$ cat config.mk
export PLATFORM = sky130hd
export DESIGN_NAME = websocket_frame_parser
export DESIGN_NICKNAME = d
export VERILOG_FILES = /design/src/sv/wsfp_pkg.sv /design/src/sv/wsfp_parse.sv /design/src/sv/wsfp_outbuf.sv /design/src/sv/websocket_frame_parser.sv
export SDC_FILE = /design/constraint.sdc
export NUM_CORES = 1
export LEC_CHECK = 0
export ABC_AREA = 1
export BUFFER_PORTS_ARGS = -buffer_cell sky130_fd_sc_hd__buf_2
export CORE_ASPECT_RATIO = 2
export CORE_MARGIN = 2
export CORE_UTILIZATION = 45
export DETAILED_ROUTE_END_ITERATION = 6
export PLACE_DENSITY = 0.63
export SLEW_MARGIN = 20
export SYNTH_ARGS = -nofsm -noshare
export SYNTH_HDL_FRONTEND = slang
export SYNTH_SLANG_ARGS = --single-unit
$ cat constraint.sdc
create_clock -name clk -period 6.4 [get_ports clk]
set_clock_uncertainty 0.05 [all_clocks]
set_input_delay 0.64 -clock clk [delete_from_list [all_inputs] [get_ports clk]]
set_output_delay 0.64 -clock clk [all_outputs]
set_load 0.01 [all_outputs]
$ cat src/sv/wsfp_pkg.sv
// Shared types and constants for the WebSocket frame parser.
`default_nettype none

package wsfp_pkg;

  localparam int unsigned ByteW = 8;
  localparam int unsigned KindW = 3;
  localparam int unsigned LenW = 16;
  localparam int unsigned KeyW = 32;

  localparam logic [3:0] OpCont = 4'h0;
  localparam logic [3:0] OpText = 4'h1;
  localparam logic [3:0] OpBin = 4'h2;
  localparam logic [3:0] OpClose = 4'h8;
  localparam logic [3:0] OpPing = 4'h9;
  localparam logic [3:0] OpPong = 4'hA;

  localparam logic [6:0] LenExt16 = 7'd126;
  localparam logic [6:0] LenExt64 = 7'd127;

  typedef enum logic [2:0] {
    PH_HEADER  = 3'd0,
    PH_LEN     = 3'd1,
    PH_EXT_HI  = 3'd2,
    PH_EXT_LO  = 3'd3,
    PH_MASK    = 3'd4,
    PH_PAYLOAD = 3'd5
  } phase_t;

  typedef enum logic [KindW-1:0] {
    K_DATA    = 3'd0,
    K_EMPTY   = 3'd1,
    K_PING    = 3'd2,
    K_CLOSE   = 3'd3,
    K_PONG    = 3'd4,
    K_BADLEN  = 3'd5,
    K_UNKNOWN = 3'd6
  } kind_t;

  typedef struct packed {
    logic             valid;
    kind_t            kind;
    logic [ByteW-1:0] data;
    logic             last;
  } res_t;

endpackage

`default_nettype wire

$ cat src/sv/wsfp_parse.sv
// Frame parser state and the single-pass logic that handles one byte.
`default_nettype none

module wsfp_parse (
  input  wire logic                     clk,
  input  wire logic                     rst,
  input  wire logic                     fire,
  input  wire logic [wsfp_pkg::ByteW-1:0] rx_byte,
  output wsfp_pkg::res_t                res
);

  wsfp_pkg::phase_t                phase, phase_next;
  logic [wsfp_pkg::LenW-1:0]       remaining, remaining_next;
  logic [wsfp_pkg::KeyW-1:0]       mask_key, mask_key_next;
  logic [1:0]                      key_pos, key_pos_next;
  logic                            is_masked, is_masked_next;
  logic                            deliver, deliver_next;

  logic [3:0]                      op;
  logic [6:0]                      len7;
  logic [wsfp_pkg::LenW-1:0]       rem_dec;
  logic [wsfp_pkg::LenW-1:0]       len_val;
  logic                            len_now;
  logic                            masked_now;
  logic [wsfp_pkg::ByteW-1:0]      key_byte;

  always_comb begin
    case (key_pos)
      2'd0:    key_byte = mask_key[31:24];
      2'd1:    key_byte = mask_key[23:16];
      2'd2:    key_byte = mask_key[15:8];
      default: key_byte = mask_key[7:0];
    endcase
  end

  assign op = rx_byte[3:0];
  assign len7 = rx_byte[6:0];
  assign rem_dec = remaining - wsfp_pkg::LenW'(1);

  // This byte completes the length (a key may follow) or the masking key.
  always_comb begin
    len_now = 1'b0;
    masked_now = is_masked;
    len_val = remaining;
    case (phase)
      wsfp_pkg::PH_LEN: begin
        masked_now = rx_byte[7];
        if (len7 != wsfp_pkg::LenExt64 && len7 != wsfp_pkg::LenExt16) begin
          len_val = {{(wsfp_pkg::LenW-7){1'b0}}, len7};
          len_now = 1'b1;
        end
      end
      wsfp_pkg::PH_EXT_LO: begin
        len_val = {remaining[15:8], rx_byte};
        len_now = 1'b1;
      end
      wsfp_pkg::PH_MASK: begin
        if (key_pos == 2'd3) begin
          masked_now = 1'b0;
          len_now = 1'b1;
        end
      end
      default: begin
      end
    endcase
  end

  always_comb begin
    phase_next = phase;
    remaining_next = remaining;
    mask_key_next = mask_key;
    key_pos_next = key_pos;
    is_masked_next = is_masked;
    deliver_next = deliver;

    case (phase)
      wsfp_pkg::PH_LEN: begin
        is_masked_next = rx_byte[7];
        if (len7 == wsfp_pkg::LenExt64) begin
          phase_next = wsfp_pkg::PH_HEADER;
        end else if (len7 == wsfp_pkg::LenExt16) begin
          phase_next = wsfp_pkg::PH_EXT_HI;
        end else begin
          remaining_next = len_val;
        end
      end
      wsfp_pkg::PH_EXT_HI: begin
        remaining_next = {rx_byte, 8'h00};
        phase_next = wsfp_pkg::PH_EXT_LO;
      end
      wsfp_pkg::PH_EXT_LO: begin
        remaining_next = len_val;
      end
      wsfp_pkg::PH_MASK: begin
        mask_key_next = {mask_key[23:0], rx_byte};
        key_pos_next = key_pos + 2'd1;
      end
      wsfp_pkg::PH_PAYLOAD: begin
        key_pos_next = key_pos + 2'd1;
        remaining_next = rem_dec;
        if (rem_dec == '0) begin
          phase_next = wsfp_pkg::PH_HEADER;
        end
      end
      default: begin
        if (op inside {wsfp_pkg::OpCont, wsfp_pkg::OpText, wsfp_pkg::OpBin}) begin
          deliver_next = rx_byte[7];
          phase_next = wsfp_pkg::PH_LEN;
        end else if (op inside {wsfp_pkg::OpClose, wsfp_pkg::OpPing, wsfp_pkg::OpPong}) begin
          deliver_next = 1'b0;
          phase_next = wsfp_pkg::PH_LEN;
        end else begin
          phase_next = wsfp_pkg::PH_HEADER;
        end
      end
    endcase

    if (len_now) begin
      key_pos_next = 2'd0;
      if (masked_now) begin
        phase_next = wsfp_pkg::PH_MASK;
      end else if (len_val == '0) begin
        phase_next = wsfp_pkg::PH_HEADER;
      end else begin
        phase_next = wsfp_pkg::PH_PAYLOAD;
      end
    end
  end

  always_comb begin
    res = '0;
    case (phase)
      wsfp_pkg::PH_LEN: begin
        if (len7 == wsfp_pkg::LenExt64) begin
          res.valid = 1'b1;
          res.kind = wsfp_pkg::K_BADLEN;
        end
      end
      wsfp_pkg::PH_EXT_HI, wsfp_pkg::PH_EXT_LO, wsfp_pkg::PH_MASK: begin
      end
      wsfp_pkg::PH_PAYLOAD: begin
        res.valid = deliver;
        res.kind = wsfp_pkg::K_DATA;
        res.data = is_masked ? (rx_byte ^ key_byte) : rx_byte;
        res.last = (rem_dec == '0);
      end
      default: begin
        if (op inside {wsfp_pkg::OpClose, wsfp_pkg::OpPing, wsfp_pkg::OpPong}) begin
          res.valid = 1'b1;
          if (op == wsfp_pkg::OpClose) begin
            res.kind = wsfp_pkg::K_CLOSE;
          end else if (op == wsfp_pkg::OpPing) begin
            res.kind = wsfp_pkg::K_PING;
          end else begin
            res.kind = wsfp_pkg::K_PONG;
          end
        end else if (!(op inside {wsfp_pkg::OpCont, wsfp_pkg::OpText, wsfp_pkg::OpBin})) begin
          res.valid = 1'b1;
          res.kind = wsfp_pkg::K_UNKNOWN;
          res.data = {4'h0, op};
        end
      end
    endcase

    if (len_now && !masked_now && len_val == '0 && deliver) begin
      res.valid = 1'b1;
      res.kind = wsfp_pkg::K_EMPTY;
      res.last = 1'b1;
    end

    if (!fire) begin
      res.valid = 1'b0;
    end
  end

  always_ff @(posedge clk) begin
    if (rst) begin
      phase <= wsfp_pkg::PH_HEADER;
      remaining <= '0;
      mask_key <= '0;
      key_pos <= '0;
      is_masked <= 1'b0;
      deliver <= 1'b0;
    end else if (fire) begin
      phase <= phase_next;
      remaining <= remaining_next;
      mask_key <= mask_key_next;
      key_pos <= key_pos_next;
      is_masked <= is_masked_next;
      deliver <= deliver_next;
    end
  end

endmodule

`default_nettype wire

$ cat src/sv/wsfp_outbuf.sv
// Result register with a skid slot, so the parser keeps running during a stall until a result fills the skid slot.
`default_nettype none

module wsfp_outbuf (
  input  wire logic                       clk,
  input  wire logic                       rst,
  input  wsfp_pkg::res_t                  push,
  output logic                            room,
  output logic                            m_axis_tvalid,
  input  wire logic                       m_axis_tready,
  output logic [wsfp_pkg::ByteW-1:0]      m_axis_tdata,
  output logic [wsfp_pkg::KindW-1:0]      m_axis_tuser,
  output logic                            m_axis_tlast
);

  wsfp_pkg::res_t main_q;
  wsfp_pkg::res_t skid_q;

  assign room = !skid_q.valid;
  assign m_axis_tvalid = main_q.valid;
  assign m_axis_tdata = main_q.data;
  assign m_axis_tuser = main_q.kind;
  assign m_axis_tlast = main_q.last;

  always_ff @(posedge clk) begin
    if (rst) begin
      main_q.valid <= 1'b0;
      skid_q.valid <= 1'b0;
    end else if (!main_q.valid || m_axis_tready) begin
      if (skid_q.valid) begin
        main_q <= skid_q;
        skid_q <= push;
      end else begin
        main_q <= push;
      end
    end else if (push.valid) begin
      skid_q <= push;
    end
  end

endmodule

`default_nettype wire

$ cat src/sv/websocket_frame_parser.sv
// Top level of the WebSocket frame parser: input register, parser, result buffer.
//
//   Port group  Dir  tdata          tuser        tlast
//   s_axis      in   rx_byte[7:0]   -            -
//   m_axis      out  data[7:0]      kind[2:0]    last
//
// One received byte is accepted every cycle while the skid slot is free; its result passes
// through the input register, the skid slot if m_axis stalls, and the result register.
// The parser state advances once per byte between the input register and the
// result register, so there is no extra per-item cost.
// Reset (rst, synchronous) puts the parser back to expecting a frame header.
// A stall on m_axis fills the skid slot, which then holds the input register and
// drops s_axis_tready while the input register holds a byte.
`default_nettype none

module websocket_frame_parser (
  input  wire logic                  clk,
  input  wire logic                  rst,
  input  wire logic                  s_axis_tvalid,
  output logic                       s_axis_tready,
  input  wire logic [7:0]            s_axis_tdata,   // [7:0] rx_byte
  output logic                       m_axis_tvalid,
  input  wire logic                  m_axis_tready,
  output logic [7:0]                 m_axis_tdata,   // [7:0] data
  output logic [2:0]                 m_axis_tuser,   // [2:0] kind
  output logic                       m_axis_tlast
);

  logic                          in_valid;
  logic [wsfp_pkg::ByteW-1:0]    in_byte;
  logic                          advance;
  logic                          room;
  wsfp_pkg::res_t                res;

  assign advance = in_valid && room;
  assign s_axis_tready = !in_valid || advance;

  always_ff @(posedge clk) begin
    if (rst) begin
      in_valid <= 1'b0;
    end else if (s_axis_tready) begin
      in_valid <= s_axis_tvalid;
    end
  end

  always_ff @(posedge clk) begin
    if (s_axis_tready && s_axis_tvalid) begin
      in_byte <= s_axis_tdata;
    end
  end

  wsfp_parse u_parse (
    .clk     (clk),
    .rst     (rst),
    .fire    (advance),
    .rx_byte (in_byte),
    .res     (res)
  );

  wsfp_outbuf u_outbuf (
    .clk           (clk),
    .rst           (rst),
    .push          (res),
    .room          (room),
    .m_axis_tvalid (m_axis_tvalid),
    .m_axis_tready (m_axis_tready),
    .m_axis_tdata  (m_axis_tdata),
    .m_axis_tuser  (m_axis_tuser),
    .m_axis_tlast  (m_axis_tlast)
  );

endmodule

`default_nettype wire

* Yosys cells after proc, flatten, opt, wreduce, memory -nomap -nowiden
Cells that the tools add are included.
** Operators by class
- $add $sub $neg :: 2
- Muxes and demuxes :: 41
- Shift operators :: 0
- Div/mod/pow operators :: 0
- $mul :: 0
- Order comparisons :: 0
- Reductions and logical operators :: 35
- Eq/ne operators :: 23
- Bitwise logic cells :: 3
** Operators with widths (number)
- $pmux 16 s4 :: 1
- $mux 13 :: 4
- $mux 16 :: 3
- $logic_not 16->1 :: 2
- $pmux 16 s2 :: 1
- $mux 3 :: 9
- $pmux 8 s3 :: 1
- $mux 8 :: 2
- $pmux 8 s2 :: 1
- $sub 16x1->16 const B :: 1
- $eq 7x7->1 const B :: 2
- $ne 7x7->1 const B :: 2
- $eq 4x4->1 const B :: 3
- $mux 12 :: 1
- $mux 4 :: 3
- $pmux 3 s4 :: 1
- $pmux 4 s3 :: 1
- $mux 1 :: 9
- $reduce_and 2->1 :: 4
- $reduce_and 4->1 :: 2
- $xor 8x8->8 :: 1
- $eq 3x2->1 const B :: 2
- $eq 3x3->1 const B :: 2
- $logic_and 1x1->1 :: 6
- other kinds (26) :: 40
** Storage, ports and cells
- Memories kept :: 0
- Flip-flop bits (word level) :: 90
- Word-level logic and storage cells :: 120
- Latch bits :: 0
- Input port bits :: 12
- Output and inout port bits :: 14
- ROM bits :: 0
- Bits in writable memories :: 0

* Depth between registers and ports, before layout
Gate-level depths: netlist of run 1.
- Depth in word-level cells :: 11
- Gate-level depth with buffers :: 16
- Gate-level depth less buffers :: 16

* Hierarchy
Synthesis of run 1 repeated with hierarchy kept, for this count alone.
** Second synthesis, totals
- Cell total of the unflattened synthesis :: 707
- Area, all modules :: 5132.4 sq um
** Modules (own cells, without submodules)
- wsfp_parse :: instances 1, area an instance 3737.3 sq um, sequential area each 1101.1 sq um, cells an instance 593
- wsfp_outbuf :: instances 1, area an instance 1099.8 sq um, sequential area each 760.7 sq um, cells an instance 98
- websocket_frame_parser :: instances 1, area an instance 295.3 sq um, sequential area each 260.2 sq um, cells an instance 16

* Least setup slack after synthesis of run 1
Ideal clock, no wire load.
- Path kind :: register to register
- From :: reg u_parse.key_pos[0]
- To :: reg u_outbuf.skid_q[0] (netlist bit), enable pin
- Library setup time :: 350 ps
- Clock period less this slack :: 2248 ps
- Path buffers :: 1
- Arrival time :: 1848 ps
- Required time :: 6000 ps
- Stages on the path, launching flop included :: 13
- Path slack :: 4152 ps
- Cells stage by stage :: dfxtp_1 > ha_1 > buf_2 > inv_1 > nor2_2 > nor2_1 > a21oi_1 > nand2_1 > nor2_1 > nand3_2 > nand2_2 > nand3_2 > nand2_1
** Between the ends
- Longest elaborated chain between the ends :: 11
- Elaborated cells between the ends (all ways) :: 13
- Classes of those cells :: eq/ne: 1; mux: 6; reduce/logical: 6
** RTL lines
- start: declaration :: line wsfp_parse.sv:15 : logic [1:0] key_pos, key_pos_next;
- start signal: assignment :: line wsfp_parse.sv:188 : key_pos <= key_pos_next;
- $eq 2x2->1 * :: line wsfp_parse.sv:58 : if (key_pos == 2'd3) begin
- $mux 1 :: line wsfp_parse.sv:58
- $pmux 1 s2 :: line wsfp_parse.sv:45 : case (phase)
- $logic_not 1->1 :: line wsfp_parse.sv:165 : if (len_now && !masked_now && len_val == '0 && deliver) begin
- $logic_and 1x1->1 * (3 in series) :: line wsfp_parse.sv:165
- $mux 4 * :: line wsfp_parse.sv:165
- $mux 1 * :: line wsfp_parse.sv:171 : if (!fire) begin
- $reduce_bool 2->1 (no source line) *
- $reduce_and 3->1 (no source line) *
- end signal: assignment :: line wsfp_outbuf.sv:32 : skid_q <= push;
- end signal: assignment :: line wsfp_outbuf.sv:37 : skid_q <= push;
- end: declaration :: line wsfp_outbuf.sv:17 : wsfp_pkg::res_t skid_q;
Every way passes the cells marked *; elsewhere a longest branch is shown, timed or not.
A chain may end at the register's enable or synchronous reset.

* Worst setup path after layout of run 1
- From :: reg u_parse.key_pos[0]
- To :: reg u_outbuf.skid_q[6] (netlist bit), enable pin
The elaborated chain is that of the path after synthesis.

==> impl_metrics.tcl, run 1 <==
set metrics [dict create \
    status "completed" \
    synth-seq-area-share_pct 43.6 \
    syn_area_per_cell_sq_um 7.34 \
    finalSetupTns_ns 0 \
    rr_endpoint "u_outbuf.skid_q[6]$_DFFE_PP_" \
    clk_path_buf_depth 2 \
    yosysTopAreaCell "dfxtp_1" \
    final-setup-viol-count 0 \
    crit_fanout 12 \
    p_total_uw 1400 \
    grt_pass1_wl_um 22800 \
    grt_pass1_vias 4450 \
    drt-total-wl_um 14600 \
    syn_inst 663 \
    leakagePower_uw 0.00222 \
    syn_nets 681 \
    row_count 53 \
    syn2layout_area_growth_pct 11.3 \
    critPathLaunchType "flip-flop" \
    die_h_um 151 \
    grt_max_degree 47 \
    synth_top_flop_cell "dfxtp_1" \
    hold_start "s_axis_tdata[0]" \
    synthArstFlopShare_pct 0 \
    io_buffers 25 \
    ys_seq_elements 90 \
    worstSkewPairLatency_ns 0.35 \
    cp.required_ns 6.34 \
    report.final.slew_viol_count 0 \
    maxSlewHeadroom_pct 39.9 \
    cts_tree "yes" \
    hpwlAfterDp_um 11200 \
    hold_path_class "in -> reg" \
    fin_nets 699 \
    yosysWarnings 0 \
    fin_cells 823 \
    finalHoldViolCount 0 \
    clk_pin_slew_ns 0.06 \
    rsz0062_at_grt "false" \
    worst_pin_slew_ns 0.901 \
    reg2regPathDepth 11 \
    io_pins 26 \
    drc 0 \
    post-route-period-util_pct 44.0 \
    maxCapViolCount 0 \
    synth_area_leaders "dfxtp_1 (24%), edfxtp_1 (20%), nand2_1 (11%), o21ai_0 (8.0%), nor2_1 (6.5%)" \
    die_x_um 77.5 \
    drive_above_1_share_pct 10.9 \
    synth_area_sq_mm 0.00486 \
    initial_core_util_pct 46.1 \
    drtAntennaViolNets 0 \
    placed_cell_area_sq_mm 0.00508 \
    drtIter0Drc 342 \
    netlist.area_leader.share_pct 23.9 \
    vias 4526 \
    clock-sinks 90 \
    cts-resized-gates 0 \
    end_kind "flip-flop" \
    fin_area_sq_mm 0.00541 \
    cts-buffers-inserted 9 \
    die-area_sq_mm 0.0117 \
    power.density_mw_per_mm2 259 \
    synth-edff-count 32 \
    whs_path_depth 1 \
    dp.cells 807 \
    crit_type "reg -> reg" \
    r2r_start "u_parse.key_pos[0]$_SDFFE_PP0P_" \
    vias_per_cell 5.50 \
    cts_hold_buf 0 \
    htree_levels 3 \
    timing.hold.ws_ns 0.415 \
    synth_common_cells "nand2_1 (139), nor2_1 (84), o21ai_0 (78)" \
    worstPathArrival_ns 2.75 \
    finalCriticalPeriod_ns 2.82 \
    max_freq_mhz 355 \
    drt-wirelength-per-cell_um 17.7 \
    rrSetupSlack_ns 3.58 \
    synth_most_common_cell "nand2_1" \
    first_pass_iters 7 \
    gp_congestion 0.939 \
    antenna_found_initial 0 \
    yosys.cell_types.count 46 \
    root_buffer "clkbuf_16" \
    postCtsSetupBuffers 0 \
    min_to "in_byte[0]$_DFFE_PP_" \
    antenna_cells 0 \
    grt_use_total_pct 25.7 \
    peakVddDrop_v 0.000201 \
    fp.coreArea_sq_mm 0.0105 \
    grt_overflow_total 0 \
]
[through the flow]
step                      worst slack, ns  util [%]
after floorplan                      4.15         -
after global placement               3.71      48.2
after detailed placement             3.61      48.2
after CTS                            3.59      51.3
after global routing                 3.34      51.3
final                                3.58      51.3
[critical path, stage by stage (launching register included)]
cell	delay, ns
dfxtp_1	0.37
ha_1	0.40
inv_1	0.23
nor2_2	0.22
nor2_1	0.06
a21oi_1	0.15
nand2_1	0.09
nor2_1	0.12
nand3_2	0.16
nand2_2	0.11
nand3_2	0.07
nand2_1	0.42
[registers in the layout (all words and copies together), names as in the netlist]
register and cells:
u_parse.remaining 16, u_parse.is_masked 1, in_valid 1, u_parse.phase 3, u_outbuf.m_axis_tdata 8, u_outbuf.m_axis_tlast 1, u_outbuf.m_axis_tvalid 1, u_parse.key_pos 2
u_outbuf.m_axis_tuser 3, u_outbuf.skid_q 13, in_byte 8, u_parse.deliver 1, u_parse.mask_key 32
[worst max path at each step]
stage / endpoint / startpoint / slack [ns]
floorplan: u_outbuf.skid_q[0]$_DFFE_PP_ / u_parse.key_pos[0]$_SDFFE_PP0P_ / 4.15
CTS: u_outbuf.skid_q[5]$_DFFE_PP_ / u_parse.key_pos[1]$_SDFFE_PP0P_ / 3.59
detailed placement: u_outbuf.skid_q[6]$_DFFE_PP_ / u_parse.key_pos[0]$_SDFFE_PP0P_ / 3.61
finish: u_outbuf.skid_q[6]$_DFFE_PP_ / u_parse.key_pos[0]$_SDFFE_PP0P_ / 3.58
global route: u_outbuf.skid_q[6]$_DFFE_PP_ / u_parse.key_pos[1]$_SDFFE_PP0P_ / 3.34
global placement: u_outbuf.skid_q[5]$_DFFE_PP_ / u_parse.key_pos[0]$_SDFFE_PP0P_ / 3.71
[power by group]
| part | total (uW) | internal, uW | leakage, uW | switching [uW] |
|---|---|---|---|---|
| Sequential | 626 | 609 | 0.000774 | 16.2 |
| Clock | 564 | 332 | 0.000154 | 232 |
| Combinational | 215 | 63.9 | 0.00130 | 151 |
[routing by layer]
layer / track usage [%] / routed length (um) / vias up
met5: 0 / 0 / -
li1: - / - / 2252
met1: 24.4 / 5090 / 2083
met2: 49.9 / 8090 / 139
met3: 3.04 / 413 / 52
met4: 18.4 / 959 / 0
[kinds of logic (layout without fill, tap and decap cells)]
logic type	after synthesis	in the layout	share of synthesized area [%]
buf+inv	99	122	8.15
compound gates	174	174	20.1
simple gates	291	291	26.1
flops	90	90	43.6
fa+ha+maj	6	6	1.54
xor+xnor	3	3	0.540
[layout by cell type (no fill, tap or decap), types with 2 or more instances in the layout]
cell       synthesis  routed
nor2_4             3       3
nand4_1            4       4
nand3b_1           3       3
buf_4              0       3
nand2_1          139     139
and2_1             5       5
a31oi_1            6       6
o221a_2            2       2
inv_1             72      72
nor2_1            84      82
nand2_2            2       2
a21oi_1           49      49
clkbuf_16          0      10
nor3_1             8       8
o21ai_0           78      78
a22oi_1            4       4
edfxtp_1          32      32
inv_2              5       5
o22ai_1            9       9
nor2_2             8      10
nand3_2            2       2
nand2_4            2       2
ha_1               6       6
nand3_1           29      29
o21ai_1            3       3
xor2_1             2       2
buf_2              5      25
a211oi_1          12      12
dfxtp_1           58      58
[final cells by class]
type                            instances  area [sq um]
Tap cell                              137           171
Multi-Input combinational cell        474          2350
Inverter                               78           295
Sequential cell                        90          2120
Fill cell                            1033          5130
Clock inverter                          5          71.3
Clock buffer                           11           254
Timing Repair Buffer                   28           148
Note: power is estimated with default switching activity, not from simulation.
==> run 2: changes to the inputs <==
- ABC_AREA: 1 -> 0
- clock period: 6.4 -> 2.9 ns (I/O delays scaled with it)
==> run 2 against run 1 <==
Net effect:
- maximum frequency rose by 4.0%
- clock-buffer cell count fell by 1
- setup slack got worse by 3.4 ns
- first-iteration DRC count rose by 23%
- design area rose by 2.2%
- core utilization rose by 1.5 points
- total power rose by 110%
- via count fell by 2.2%
- area after synthesis fell by 0.44%
- clock power rose by 110%
- critical path depth fell by 3
- critical path type unchanged
- critical endpoint is now u_outbuf.skid_q[0]$_DFFE_PP_
- largest cell class unchanged
==> impl_metrics.tcl, run 2 <==
set metrics [dict create \
    final-setup-viol-count 0 \
    drt-total-wl_um 13600 \
    r2r_start "u_parse.phase[1]$_SDFFE_PP0P_" \
    grt_overflow_total 0 \
    netlist.area_leader.share_pct 24.0 \
    root_buffer "clkbuf_16" \
    fp.coreArea_sq_mm 0.0105 \
    clk_path_buf_depth 2 \
    grt_max_degree 59 \
    critPathLaunchType "flip-flop" \
    clkPwrFrac_pct 40.2 \
    finalCriticalPeriod_ns 2.71 \
    pwr-share-seq_pct 46.9 \
    dp_slack_ns 0.156 \
    drive_above_1_share_pct 16.3 \
    finalHoldViolCount 0 \
    switching_share_pct 27.3 \
    maxCapViolCount 0 \
    io_buffers 25 \
    cts_tree "yes" \
    rsz0062_at_grt "false" \
    worstPathArrival_ns 2.71 \
    grt_pass1_vias 4256 \
    drt-wirelength-per-cell_um 17.9 \
    intPower_uw 2100 \
    fill_cells 1052 \
    yosysTopAreaCell "dfxtp_1" \
    die_x_um 77.4 \
    die_h_um 151 \
    row_count 53 \
    grt_use_total_pct 24.3 \
    largest_register_ffs 32 \
    htree_levels 3 \
    crit_fanout 11 \
    grt_pass1_wl_um 21700 \
    regMostFlops "u_parse.mask_key" \
    synth_most_common_cell "nand2_1" \
    yosys.cell_types.count 67 \
    clock-sinks 90 \
    yosysWarnings 0 \
    post-route-period-util_pct 93.4 \
    startpoint "u_parse.phase[1]$_SDFFE_PP0P_" \
    synth_common_cells "nand2_1 (130), dfxtp_1 (58), nor2_1 (55)" \
    worstSkewPairLatency_ns 0.35 \
    syn_area_per_cell_sq_um 8.25 \
    syn2layout_area_growth_pct 14.3 \
    drc 0 \
    synth_area_sq_mm 0.00484 \
    cp.required_ns 2.90 \
    drtIter0Drc 419 \
    worst_slack_ns 0.191 \
    synthArstFlopShare_pct 0 \
    cts-buffers-inserted 9 \
    leakagePower_uw 0.00203 \
    crit_type "reg -> reg" \
    synth_area_leaders "dfxtp_1 (24%), edfxtp_1 (20%), nand2_1 (10%), a21oi_1 (5.4%), nor2_1 (4.3%)" \
    reg2regPathDepth 8 \
    syn_inst 587 \
    hold_start "s_axis_tdata[0]" \
    postCtsSetupBuffers 0 \
    p_comb_share_pct 12.8 \
    end_kind "flip-flop" \
    switchingPower_uw 790 \
    max_freq_mhz 369 \
    vias 4425 \
    gp_congestion 0.936 \
    drtAntennaViolNets 0 \
    antenna_cells 0 \
    finalSetupTns_ns 0 \
    first_pass_iters 5 \
    ys_seq_elements 90 \
    antenna_found_initial 0 \
    status "completed" \
    maxSlewHeadroom_pct 56.6 \
    synth-seq-area-share_pct 43.8 \
    vias_per_cell 5.84 \
    clk_pin_slew_ns 0.08 \
    die-area_sq_mm 0.0117 \
    synth-edff-count 32 \
    initial_core_util_pct 46.2 \
    final_common_cell "nand2_1" \
    synth_top_flop_cell "dfxtp_1" \
    hpwlAfterDp_um 10100 \
    cts_hold_buf 0 \
    report.final.slew_viol_count 0 \
    worst_pin_slew_ns 0.651 \
    p_total_uw 2890 \
    whs_path_depth 1 \
    hold_path_class "in -> reg" \
    final_cell_mix "nand2_1 (130), dfxtp_1 (58), nor2_1 (54)" \
    fin_nets 634 \
    syn_nets 605 \
    power.density_mw_per_mm2 522 \
    io_pins 26 \
    largestRegisters "u_parse.mask_key (32), u_parse.remaining (16), u_outbuf.skid_q (13)" \
    peakVddDrop_v 0.000366 \
]
run 2: changes by cell type after synthesis, sizes merged, moves of 5 or more:
cell	before	now
a222oi	0	9
nand2	143	130
o22ai	9	4
clkbuf	13	37
a22oi	4	16
nand3	32	12
xnor2	1	8
nor2b	0	10
a211oi	12	1
o21ai	82	37
mux2	0	6
a31oi	6	11
inv	78	12
nor2	95	55
run 2: repair_timing:
item                                    in CTS  in global routing
endpoints found under the hold margin        0                  0
endpoints found under the setup margin       0                 12
resized for setup                            0                  3
run 2: critical path: stages (launching register included):
cell	delay (ns)
dfxtp_1	0.59
nor2b_1	0.18
a31oi_4	0.29
a31o_2	0.18
nand2_1	0.10
or4_4	0.57
nand3_1	0.11
a32o_1	0.19
buf_4	0.16
run 2: logic make-up after synthesis:
logic type / count (synthesis) / synth area share (%)
compound gates: 163 / 22.1
xor+xnor: 14 / 2.69
flops: 90 / 43.8
mux: 8 / 1.81
buf+inv: 59 / 5.30
fa+ha+maj: 6 / 1.55
simple gates: 247 / 22.7
run 2: stage by stage:
step,hold slack [ns],util [%],cell area [sq um],std cells
floorplan,0.339,-,4840,587
global placement,0.391,50.0,5230,742
detailed placement,0.399,50.0,5230,742
CTS,0.0519,52.8,5530,758
global route,0.0494,52.8,5530,758
finish,0.0577,52.8,5530,758
run 2: worst paths after layout:
kind,to,slack (ns)
worst max-delay path,u_outbuf.skid_q[0]$_DFFE_PP_,0.19
worst min-delay path,in_byte[0]$_DFFE_PP_,0.06
worst max register to register,u_outbuf.skid_q[0]$_DFFE_PP_,0.19
worst min register to register,u_parse.mask_key[24]$_SDFFE_PP0P_,0.41
run 2: layer usage:
layer,vias up,wire (um),track usage [%]
met3,54,482,3.66
li1,2146,-,-
met1,2069,5230,26.5
met2,156,7100,43.7
met4,0,772,14.5
met5,-,0,0
run 2: layout make-up:
type	instances	area (sq um)	area share, %
Clock buffer	10	239	4.32
Timing Repair Buffer	65	425	7.69
Multi-Input combinational cell	438	2470	44.7
Tap cell	137	171	3.10
Inverter	12	45.0	0.814
Clock inverter	6	56.3	1.02
Sequential cell	90	2120	38.3
run 2: power by group through the flow:
stage	combinational, uW	clock [uW]	sequential, uW
detailed placement	364	0	1380
global route	403	1240	1360
finish	371	1160	1360
global placement	361	0	1380
CTS	365	1180	1360
floorplan	239	0	1380
==> run 3: changes to the inputs <==
- PLACE_DENSITY: 0.63 -> 0.65
- clock period: 2.9 -> 2.27 ns (I/O delays scaled with it)
==> run 3 against run 2 <==
Net effect:
- the flow now finishes with violations (setup timing)
- register-to-register slack got worse by 0.29 ns
- total power increased by 31%
- clock power increased by 21%
- wire length increased by 12%
- combinational power increased by 81%
- sequential power increased by 27%
- global-route usage increased by 2.7 points
- via count increased by 6.7%
- sequential share of layout area decreased by 4.8 points
- hold slack got worse by 0.035 ns
- critical endpoint unchanged
==> impl_metrics.tcl, run 3 (same netlist as run 2, synthesis figures left out) <==
set metrics [dict create \
    status "finished with violations" \
    violations "setup timing" \
    p_comb_share_pct 17.6 \
    hold_start "s_axis_tdata[3]" \
    gp_congestion 0.968 \
    pwr-share-seq_pct 45.4 \
    finalHoldViolCount 0 \
    post-route-period-util_pct 105 \
    cts_tree "yes" \
    vias_per_cell 5.67 \
    cts-buffers-inserted 9 \
    drtAntennaViolNets 0 \
    vias 4721 \
    grt_overflow_total 0 \
    clock-sinks 90 \
    drtIter0Drc 303 \
    maxCapViolCount 0 \
    timing.hold.ws_ns 0.0227 \
    clk_pin_slew_ns 0.07 \
    maxSlewHeadroom_pct 56.0 \
    initial_core_util_pct 46.2 \
    power.density_mw_per_mm2 597 \
    cp_slowest_cell "or4_4" \
    peakVddDrop_v 0.000507 \
    grt_use_total_pct 26.9 \
    switching_share_pct 27.3 \
    startpoint "in_byte[1]$_DFFE_PP_" \
    finalCriticalPeriod_ns 2.37 \
    worstPathArrival_ns 2.39 \
    htree_levels 3 \
    die-area_sq_mm 0.0117 \
    die_x_um 77.4 \
    worst_pin_slew_ns 0.655 \
    critPathLaunchType "flip-flop" \
    fp.coreArea_sq_mm 0.0105 \
    syn2layout_area_growth_pct 31.4 \
    max_freq_mhz 422 \
    crit_chain "buf_6, buf_4, nand3_4, o2bb2ai_4, nand2_1, or4_4, nand3_2, a32o_2, buf_12" \
    cp.required_ns 2.28 \
    die_h_um 151 \
    drt-total-wl_um 15300 \
    fin_nets 708 \
    intPower_uw 2760 \
    regMostFlops "u_parse.mask_key" \
    drive_above_1_share_pct 30.6 \
    final-setup-viol-count 15 \
    largest_register_ffs 32 \
    grt_pass1_wl_um 24000 \
    worst_slack_ns -0.102 \
    first_pass_iters 5 \
    crit_fanout 12 \
    drt-wirelength-per-cell_um 18.3 \
    leakagePower_uw 0.00243 \
    clkPwrFrac_pct 36.9 \
    hold_path_class "in -> reg" \
    hpwlAfterDp_um 11600 \
    io_pins 26 \
    p_total_uw 3800 \
    grt_pass1_vias 4745 \
    crit_type "reg -> reg" \
    root_buffer "clkbuf_16" \
    switchingPower_uw 1040 \
    row_count 53 \
    io_buffers 25 \
    r2r_start "in_byte[1]$_DFFE_PP_" \
    largestRegisters "u_parse.mask_key (32), u_parse.remaining (16), u_outbuf.skid_q (13)" \
    final_common_cell "nand2_1" \
    worstSkewPairLatency_ns 0.35 \
    critPathMaxStageDelay_ns 0.54 \
    drc 0 \
    antenna_cells 0 \
    antenna_found_initial 0 \
    report.final.slew_viol_count 0 \
    grt_max_degree 59 \
    rsz0062_at_grt "true" \
    final_cell_mix "nand2_1 (129), buf_4 (105), nor2_1 (52)" \
    clk_path_buf_depth 2 \
    end_kind "flip-flop" \
]
[run 3: worst paths after layout]
path	endpoint	depth (start not counted)	slack [ns]
setup / recovery	u_outbuf.skid_q[0]$_DFFE_PP_	9	-0.10
setup reg to reg	u_outbuf.skid_q[0]$_DFFE_PP_	9	-0.10
hold reg to reg	u_parse.mask_key[29]$_SDFFE_PP0P_	2	0.40
hold / removal	in_byte[3]$_DFFE_PP_	1	0.02
[run 3: power by group through the flow]
stage | Combinational, uW | Clock, uW | Sequential (uW)
floorplan | 309 | 0 | 1760
global placement | 585 | 0 | 1760
detailed placement | 589 | 0 | 1760
CTS | 616 | 1450 | 1720
global route | 716 | 1490 | 1730
finish | 671 | 1400 | 1730
[run 3: routing by layer]
metal	wire [um]	part of all wire [%]	track usage, %
met2	8230	54	50.7
met5	0	0	0
met1	5460	36	26.8
met4	1000	6.6	17.3
met3	572	3.7	4.32
[run 3: cell type report]
cell class | instances | area [sq um]
Fill cell | 999 | 4110
Multi-Input combinational cell | 438 | 2700
Sequential cell | 90 | 2130
Timing Repair Buffer | 139 | 1040
Clock buffer | 10 | 229
Tap cell | 137 | 171
Clock inverter | 6 | 47.5
Inverter | 12 | 45.0
[run 3: critical path: cells and delay by family, from the launching register on]
kind	cells	cell delay, ns
compound gates	2	0.32
buf+inv	3	0.47
flops	1	0.48
simple gates	4	0.75
[run 3: per-stage QoR]
stage	worst slack, ns	instances	utilization, %	instance area [sq um]	TNS (ns)
2_1_floorplan	-0.179	587	-	4860	-2.15
5_1_grt	-0.178	832	60.7	6360	-2.51
6_report	-0.102	832	60.7	6360	-1.33
3_3_place_gp	-0.513	807	55.1	5780	-2.65
3_5_place_dp	-0.451	807	55.1	5780	-2.92
4_1_cts	-0.124	828	58.8	6160	-1.78
[run 3: repair_timing]
action	in CTS	in global routing
buffers inserted	3	4
pin swaps	17	11
hold endpoints to repair	3	0
hold buffers	3	0
resized for setup	15	41
endpoints found under the setup margin	17	33
